[config.mk]
export PLATFORM = sky130hd
export DESIGN_NAME = ulc_byte_scan
export DESIGN_NICKNAME = d
export VERILOG_FILES = /design/src/ulc_pkg.sv /design/src/ulc_byte_scan.sv
export SDC_FILE = /design/constraint.sdc
export NUM_CORES = 1
export LEC_CHECK = 0
export BUFFER_PORTS_ARGS = -buffer_cell sky130_fd_sc_hd__buf_2
export CAP_MARGIN = 10
export CORE_ASPECT_RATIO = 1.5
export CORE_UTILIZATION = 44
export DETAILED_ROUTE_END_ITERATION = 8
export GPL_ROUTABILITY_DRIVEN = 0
export HOLD_SLACK_MARGIN = 0.08
export SLEW_MARGIN = 20
export SYNTH_ARGS = -nofsm -noshare
export SYNTH_HDL_FRONTEND = slang
export SYNTH_SLANG_ARGS = --single-unit
[constraint.sdc]
create_clock -name clk -period 6.06 [get_ports clk]
set_clock_uncertainty 0.1 [all_clocks]
set_input_delay 0.303 -clock clk [delete_from_list [all_inputs] [get_ports clk]]
set_output_delay 0.303 -clock clk [all_outputs]
set_load 0.005 [all_outputs]
[src/ulc_pkg.sv]
// ---------------------------------------------------------------------------
// ulc_pkg
// Shared types, constants and byte classification for the UTF-8 likelihood
// checker.
// ---------------------------------------------------------------------------
package ulc_pkg;

    // Default width of the saturating sequence and byte counters.
    localparam int unsigned COUNT_BITS_DEFAULT = 32;

    // Register map.
    localparam int unsigned APB_ADDR_BITS  = 3;
    localparam int unsigned APB_DATA_BITS  = 32;
    localparam int unsigned REG_INDEX_BITS = 1;
    localparam logic [REG_INDEX_BITS-1:0] REG_THRESHOLD = 1'b0;

    localparam int unsigned THRESHOLD_BITS = 7;
    localparam logic [THRESHOLD_BITS-1:0] THRESHOLD_RESET = 7'd90;

    localparam int unsigned OUT_COUNT_BITS = 32;
    localparam int unsigned RUN_BITS       = 3;

    typedef struct packed {
        logic [7:0] data_byte;
        logic       byte_present;
        logic       end_of_text;
    } byte_item_t;

    typedef struct packed {
        logic                      is_utf8;
        logic [OUT_COUNT_BITS-1:0] valid_sequences;
        logic [OUT_COUNT_BITS-1:0] invalid_bytes;
    } result_item_t;

    // Number of continuation bytes a lead byte announces; zero for ASCII and
    // for bytes that cannot start a sequence.
    function automatic logic [RUN_BITS-1:0] lead_need(input logic [7:0] b);
        logic [RUN_BITS-1:0] need;
        need = '0;
        priority if (b[7] == 1'b0)          need = 3'd0;
        else if (b[7:5] == 3'b110)          need = 3'd1;
        else if (b[7:4] == 4'b1110)         need = 3'd2;
        else if (b[7:3] == 5'b11110)        need = 3'd3;
        else if (b[7:2] == 6'b111110)       need = 3'd4;
        else if (b[7:1] == 7'b1111110)      need = 3'd5;
        else                                need = 3'd0;
        return need;
    endfunction

    // A stray continuation byte, 0xFE or 0xFF: none of these can open a run.
    function automatic logic lead_bad(input logic [7:0] b);
        return (b[7:6] == 2'b10) || (b[7:1] == 7'b1111111);
    endfunction

endpackage

[src/ulc_byte_scan.sv]
// ---------------------------------------------------------------------------
// ulc_byte_scan
// Input register, run tracking and saturating counters. Hands the final
// counts of each text to the verdict pipeline.
// ---------------------------------------------------------------------------
module ulc_byte_scan #(
    parameter int unsigned COUNT_BITS = ulc_pkg::COUNT_BITS_DEFAULT
) (
    input  logic                    clk,
    input  logic                    rst_n,
    input  logic                    byte_valid,
    output logic                    byte_ready,
    input  ulc_pkg::byte_item_t     byte_item,
    output logic                    tally_valid,
    input  logic                    tally_ready,
    output logic [COUNT_BITS-1:0]   tally_valid_count,
    output logic [COUNT_BITS-1:0]   tally_invalid_count
);

    localparam int unsigned RB = ulc_pkg::RUN_BITS;

    logic                   s0_valid_reg, s0_valid_next;
    ulc_pkg::byte_item_t    s0_item_reg;
    logic [RB-1:0]          need_reg, need_next;
    logic [RB-1:0]          seen_reg, seen_next;
    logic [COUNT_BITS-1:0]  vcnt_reg, vcnt_next;
    logic [COUNT_BITS-1:0]  icnt_reg, icnt_next;
    logic                   s1_valid_reg, s1_valid_next;
    logic [COUNT_BITS-1:0]  s1_vcnt_reg;
    logic [COUNT_BITS-1:0]  s1_icnt_reg;

    logic [7:0]             b;
    logic                   is_cont;
    logic [RB-1:0]          seen_inc;
    logic [RB-1:0]          need_a, seen_a;
    logic                   v_inc;
    logic [RB-1:0]          i_inc;
    logic [COUNT_BITS:0]    v_sum, i_sum;
    logic [COUNT_BITS-1:0]  v_new, i_new;
    logic                   s0_adv;
    logic                   s1_free;

    assign b        = s0_item_reg.data_byte;
    assign is_cont  = (b[7:6] == 2'b10);
    assign seen_inc = seen_reg + RB'(1);

    // Byte effect on the open run, then the end-of-text flush of what is
    // still open. Both invalid contributions fold into one increment.
    always_comb
    begin
        need_a = need_reg;
        seen_a = seen_reg;
        v_inc  = 1'b0;
        i_inc  = '0;
        if (s0_item_reg.byte_present)
        begin
            if ((need_reg != '0) && is_cont)
            begin
                if (seen_inc >= need_reg)
                begin
                    v_inc  = 1'b1;
                    need_a = '0;
                    seen_a = '0;
                end
                else
                begin
                    seen_a = seen_inc;
                end
            end
            else
            begin
                if (need_reg != '0)
                begin
                    i_inc = seen_inc;
                end
                need_a = ulc_pkg::lead_need(b);
                seen_a = '0;
                if (ulc_pkg::lead_bad(b))
                begin
                    i_inc = i_inc + RB'(1);
                end
            end
        end
        if (s0_item_reg.end_of_text && (need_a != '0))
        begin
            i_inc = i_inc + seen_a + RB'(1);
        end
    end

    assign v_sum = {1'b0, vcnt_reg} + (COUNT_BITS+1)'(v_inc);
    assign i_sum = {1'b0, icnt_reg} + (COUNT_BITS+1)'(i_inc);
    assign v_new = v_sum[COUNT_BITS] ? '1 : v_sum[COUNT_BITS-1:0];
    assign i_new = i_sum[COUNT_BITS] ? '1 : i_sum[COUNT_BITS-1:0];

    // Only an end-of-text item needs room downstream; others retire here.
    assign s1_free    = !s1_valid_reg || tally_ready;
    assign s0_adv     = s0_valid_reg && (!s0_item_reg.end_of_text || s1_free);
    assign byte_ready = !s0_valid_reg || s0_adv;

    always_comb
    begin
        s0_valid_next = s0_valid_reg;
        need_next     = need_reg;
        seen_next     = seen_reg;
        vcnt_next     = vcnt_reg;
        icnt_next     = icnt_reg;
        s1_valid_next = s1_valid_reg;
        if (byte_ready)
        begin
            s0_valid_next = byte_valid;
        end
        if (tally_ready)
        begin
            s1_valid_next = 1'b0;
        end
        if (s0_adv)
        begin
            if (s0_item_reg.end_of_text)
            begin
                need_next     = '0;
                seen_next     = '0;
                vcnt_next     = '0;
                icnt_next     = '0;
                s1_valid_next = 1'b1;
            end
            else
            begin
                need_next = need_a;
                seen_next = seen_a;
                vcnt_next = v_new;
                icnt_next = i_new;
            end
        end
    end

    always_ff @(posedge clk or negedge rst_n)
    begin
        if (!rst_n)
        begin
            s0_valid_reg <= 1'b0;
            need_reg     <= '0;
            seen_reg     <= '0;
            vcnt_reg     <= '0;
            icnt_reg     <= '0;
            s1_valid_reg <= 1'b0;
        end
        else
        begin
            s0_valid_reg <= s0_valid_next;
            need_reg     <= need_next;
            seen_reg     <= seen_next;
            vcnt_reg     <= vcnt_next;
            icnt_reg     <= icnt_next;
            s1_valid_reg <= s1_valid_next;
        end
    end

    always_ff @(posedge clk)
    begin
        if (byte_ready && byte_valid)
        begin
            s0_item_reg <= byte_item;
        end
        if (s0_adv && s0_item_reg.end_of_text)
        begin
            s1_vcnt_reg <= v_new;
            s1_icnt_reg <= i_new;
        end
    end

    assign tally_valid         = s1_valid_reg;
    assign tally_valid_count   = s1_vcnt_reg;
    assign tally_invalid_count = s1_icnt_reg;

endmodule

Yosys cells after proc, flatten, opt, wreduce, memory -nomap -nowiden --
Index checks and enable logic that the tools add are counted.
Word-level totals: bits in registers 146, output and inout port bits 66, word-level logic and storage cells 70, input bits 14
Operators by class: mux-type cells 31, $lt $le $gt $ge 1, add/subtract/negate cells 6, equal/unequal tests 7, reductions and logical operators 14
Operators with widths (number):
- $mux W32 | 4
- $mux W3 | 21
- $add A32 B1 Y33 | 1
- $add A32 B3 Y33 | 1
- $eq A7 B7 Y1 const B | 2
- $add A3 B1 Y3 const B | 3
- $eq A6 B6 Y1 const B | 1
- $mux W1 | 6
- $reduce_bool A3 Y1 | 2
- $eq A5 B5 Y1 const B | 1
- $logic_and A1 B1 Y1 | 5
- $eq A4 B4 Y1 const B | 1
- $logic_or A1 B1 Y1 | 4
- $add A3 B3 Y3 | 1
- $eq A3 B3 Y1 const B | 1
- $ge A3 B3 Y1 | 1
- $logic_not A1 Y1 | 3
- $eq A2 B2 Y1 const B | 1

Depth between registers and ports, before layout --
depth in word-level cells 15, gate-level depth with buffers 20, depth with buffers taken out 18

Worst setup path after synthesis --
Ideal clock, no wire load.
path kind register to register, start point register seen_reg[0], end point register icnt_reg[24], period minus slack after synthesis 4.732 ns, data arrival time 4.508 ns, setup time 0.125 ns, cell stages (with the launch flop) 18, setup slack 1.328 ns, data required time 5.835 ns, path through dfrtp_1 ha_1 ha_1 a211oi_1 or2_2 nand2_1 or2_2 fa_1 xor2_1 o311ai_0 xnor2_1 ha_1 nor2b_1 o2111ai_2 or3_1 nor2_1 o21ai_1 mux2_2
Between the ends: word-level cells in the longest chain between the ends 14, elaborated cells between the ends (all ways) 23, those cells by class add/sub: 5; order compare: 1; mux: 15; reduce/logical: 2
RTL lines:
- start, declared | RTL line ulc_byte_scan.sv:25 | logic [RB-1:0] seen_reg, seen_next;
- start signal, assigned | RTL line ulc_byte_scan.sv:151 | seen_reg <= seen_next;
- $add A3 B1 Y3 | RTL line ulc_byte_scan.sv:45 | assign seen_inc = seen_reg + RB'(1);
- $mux W3 | RTL line ulc_byte_scan.sv:72 | if (need_reg != '0)
- $mux W3 | RTL line ulc_byte_scan.sv:57 | if ((need_reg != '0) && is_cont)
- $mux W3 | RTL line ulc_byte_scan.sv:55 | if (s0_item_reg.byte_present)
- $add A3 B1 Y3 | RTL line ulc_byte_scan.sv:80 | i_inc = i_inc + RB'(1);
- $mux W3 | RTL line ulc_byte_scan.sv:78 | if (ulc_pkg::lead_bad(b))
- $mux W3 | RTL line ulc_byte_scan.sv:57
- $mux W3 | RTL line ulc_byte_scan.sv:55
- $add A3 B3 Y3 | RTL line ulc_byte_scan.sv:86 | i_inc = i_inc + seen_a + RB'(1);
- $add A3 B1 Y3 | RTL line ulc_byte_scan.sv:86
- $mux W3 * | RTL line ulc_byte_scan.sv:84 | if (s0_item_reg.end_of_text && (need_a != '0))
- $add A32 B3 Y33 * | RTL line ulc_byte_scan.sv:91 | assign i_sum = {1'b0, icnt_reg} + (COUNT_BITS+1)'(i_inc);
- $mux W32 * | RTL line ulc_byte_scan.sv:93 | assign i_new = i_sum[COUNT_BITS] ? '1 : i_sum[COUNT_BITS-1:0];
- $mux W32 * | RTL line ulc_byte_scan.sv:118 | if (s0_item_reg.end_of_text)
- end signal, assigned | RTL line ulc_byte_scan.sv:153 | icnt_reg <= icnt_next;
- end, declared | RTL line ulc_byte_scan.sv:27 | logic [COUNT_BITS-1:0] icnt_reg, icnt_next;
Every way passes the cells marked *; elsewhere a longest branch is shown, timed or not. The select of a mux whose other input is x is not followed. A chain may end at the register's enable or synchronous reset.

Final worst setup path --
start point register seen_reg[0], end point register s1_icnt_reg[20], in the netlist tally_invalid_count[20], data pin
Between the ends: word-level cells in the longest chain between the ends 13, elaborated cells between the ends (all ways) 22, those cells by class add/sub: 5; order compare: 1; mux: 14; reduce/logical: 2
RTL lines:
- $add A3 B1 Y3 | RTL line ulc_byte_scan.sv:45
- $mux W3 | RTL line ulc_byte_scan.sv:72
- $mux W3 | RTL line ulc_byte_scan.sv:57
- $mux W3 | RTL line ulc_byte_scan.sv:55
- $add A3 B1 Y3 | RTL line ulc_byte_scan.sv:80
- $mux W3 | RTL line ulc_byte_scan.sv:78
- $mux W3 | RTL line ulc_byte_scan.sv:57
- $mux W3 | RTL line ulc_byte_scan.sv:55
- $add A3 B3 Y3 | RTL line ulc_byte_scan.sv:86
- $add A3 B1 Y3 | RTL line ulc_byte_scan.sv:86
- $mux W3 * | RTL line ulc_byte_scan.sv:84
- $add A32 B3 Y33 * | RTL line ulc_byte_scan.sv:91
- $mux W32 * | RTL line ulc_byte_scan.sv:93
- net i_new[20] | RTL line ulc_byte_scan.sv:39 | logic [COUNT_BITS-1:0] v_new, i_new;
- end signal, assigned | RTL line ulc_byte_scan.sv:167 | s1_icnt_reg <= i_new;
- end, declared | RTL line ulc_byte_scan.sv:30 | logic [COUNT_BITS-1:0] s1_icnt_reg;
The timed path passes the listed nets; every way through them passes the cells marked *. The select of a mux whose other input is x is not followed.

==> flow_summary_export.csv <==
group,metric,value,unit
synth,syn-mean-instance-area,10.3,sq um
synth,synth_edf_count,73,
route,firstDrtPassIters,5,
synth,yosys_warnings,0,
global_route,busiest_layer,"met2",
critical_path,crit_type,"flip-flop to flip-flop",
synth,ys_types,70,
place,portBuffers,78,
clock_network,cts-root-buf,"clkbuf_16",
global_route,gr-usage-met2,39.2,%
clock_network,cts_max_level,4,
route,drc,0,
synth,syn_area,7730,sq um
layout,final_common_cell,"nand2_1",
sta,setup_viol,0,
sta,hold_viol,0,
layout,layout.nets,851,
layout,diodes,0,
min_path,hold_depth,2,
synth,synth_fp_nets,781,
power,irDropWorstVdd,154,uV
layout,area_delta_synth_final,16.0,%
critical_path,rrSetupSlack,0.59,ns
layout,fillCellCount,1540,
synth,ys_ff_latch,145,
global_route,grt_pass1_wl,29900,um
layout,mostFrequentLayoutCells,"nand2_1, buf_2, edfxtp_1, dfrtp_1, o21ai_0",
place,dpl.hpwl,12200,um
critical_path,critPathMaxFanout,8,
sta,fin_crit_sh,90.2,%
sta,slew_headroom,24.4,%
critical_path,startpoint_type,"flip-flop",
floorplanning,die_height,164,um
global_route,antenna_found_initial,0,
layout,post-route-util,51.9,%
min_path,min_path_type,"flip-flop to flip-flop",
clock_network,cts.sinks,145,
floorplanning,rows,59,
global_route,grt_max_degree,73,
route,wl_per_cell,17.8,um
critical_path,r2r-start,"seen_reg[0]",
sta,rsz0062_at_grt,"false",
route,vias,6179,
global_route,grt_use_total,21.7,%
power,power_density,262,nW/um^2
route,drt_iter0_drc,383,
clock_network,clk_latency,0.42,ns
route,vias_per_cell,5.88,
floorplanning,core-area,17300,sq um
layout,layout-drive-gt1-share,18.2,%
clock_network,clkTransAtPathRegs,0.07,ns
critical_path,reg2reg_depth,17,
synth,syn_inst,754,
outcome,status,"completed",
route,routed_wl,18700,um
critical_path,required,6.10,ns
sta,slew_violations,0,
floorplanning,start_util,44.7,%
clock_network,clockBufferDepth,2,
layout,multi_input_area,3430,sq um
sta,fmax,183,MHz
global_route,grt_util_met1,24.5,%
job,max_cap_violations,0,
floorplanning,die-area,18100,sq um
synth,async_flop_share,49.7,%
min_path,hp-start,"seen_reg[1]",
global_route,grt_pass1_vias,6157,
critical_path,crit_arrival,5.51,ns
sta,fin_crit,5.47,ns
synth,seq_area_frac_synth,51.7,%
critical_path,timing.rr.end,"tally_invalid_count[20]",
min_path,worstHoldEndpoint,"seen_reg[1]",
global_route,met3_usage,3.45,%
layout,register_area,3990,sq um
sta,worst_pin_slew,1.13,ns
route,ant_nets,0,
floorplanning,ios,80,
clock_network,numCtsBuffers,17,
synth,synth_ff_type,"edfxtp_1",
critical_path,end_kind,"flip-flop",
global_route,gr-total-overflow,0,
floorplanning,die_x,110,um
sta,setup_tns,0,ns
power,total_power,2.35,mW
power,leakagePower,3.96,nW
clock_network,cts_resized,0,
clock_network,cts_tree,"done",
[power by group]
group          internal (mW)  switching (mW)  leakage, nW
clock network          0.662           0.449        0.303
logic                 0.0524           0.102         1.91
registers               1.07          0.0182         1.75
[metal layers]
metal / wire, um / up-vias / share of wire (%)
met5: 0 / - / 0
met4: 589 / 0 / 3.2
met3: 766 / 48 / 4.1
met2: 9950 / 192 / 53
met1: 7380 / 3025 / 39
li1: - / 2914 / -
[kinds of logic (layout without fill, tap and decap cells)]
logic type / after synthesis / count (layout) / share of synthesized area, %
xor gates and xnor gates: 49 / 49 / 5.55
DFF: 145 / 145 / 51.7
AOI/OAI and AO/OA: 184 / 184 / 15.6
and+or+nand+nor: 283 / 283 / 19.2
muxes: 13 / 13 / 1.80
adders and majority gates: 13 / 13 / 2.30
buffers and inverters: 67 / 150 / 3.95
[stage by stage]
stage               instances  setup WS [ns]  area (sq um)  hold WS (ns)
finish                   1050          0.595          8970         0.416
global route             1050          0.293          8970         0.447
CTS                      1050          0.645          8970         0.414
detailed placement       1006          0.709          8230         0.381
global placement         1006          0.833          8230         0.379
floorplan                 754           1.33          7730       -0.0926
[how the worst max path moves through the flow]
stage | start | to | slack, ns | cells past startpoint
after floorplan | seen_reg[0] | icnt_reg[24] | 1.33 | 17
after global placement | seen_reg[0] | tally_invalid_count[20] | 0.83 | 17
after detailed placement | seen_reg[0] | icnt_reg[5] | 0.71 | 17
after CTS | seen_reg[0] | icnt_reg[7] | 0.65 | 17
after global routing | seen_reg[0] | icnt_reg[7] | 0.29 | 17
final | seen_reg[0] | tally_invalid_count[20] | 0.59 | 17
[synth_stat cells (13+ instances only)]
master	instances	area, sq um
a21oi_1	42	210
a22o_1	13	114
a31oi_1	16	100
and3_1	18	113
buf_2	14	70.1
clkbuf_1	23	86.3
dfrtp_1	72	1800
edfxtp_1	73	2190
inv_1	15	56.3
nand2_1	98	368
nand3_1	32	160
nor2_1	38	143
nor3_1	19	95.1
o21ai_0	47	235
xnor2_1	34	298
xor2_1	15	131
[critical path: stages (launching register included)]
cell       delay (ns)
dfrtp_1          0.45
ha_1             0.39
ha_1             0.30
a211oi_1         0.32
or2_2            0.20
nand2_1          0.09
or2_2            0.37
fa_1             0.44
xor2_1           0.15
o311ai_0         0.18
xnor2_1          0.18
ha_1             0.33
nor2b_1          0.29
o2111ai_2        0.32
buf_4            0.28
nor4_1           0.55
xnor2_1          0.18
nand2_1          0.07
[cell type report]
| type | count | area share, % |
|---|---|---|
| Inverter | 17 | 0.712 |
| Sequential cell | 145 | 44.5 |
| Clock inverter | 15 | 2.18 |
| Tap cell | 213 | 2.97 |
| Multi-Input combinational cell | 542 | 38.2 |
| Clock buffer | 17 | 4.74 |
| Timing Repair Buffer | 101 | 6.61 |
[timing repair]
| action | in CTS | in global routing |
|---|---|---|
| hold buffers | 12 | 0 |
| setup buffers | 0 | 0 |
| endpoints found under the hold margin | 29 | 0 |
Note: power is estimated with default switching activity, not from simulation.
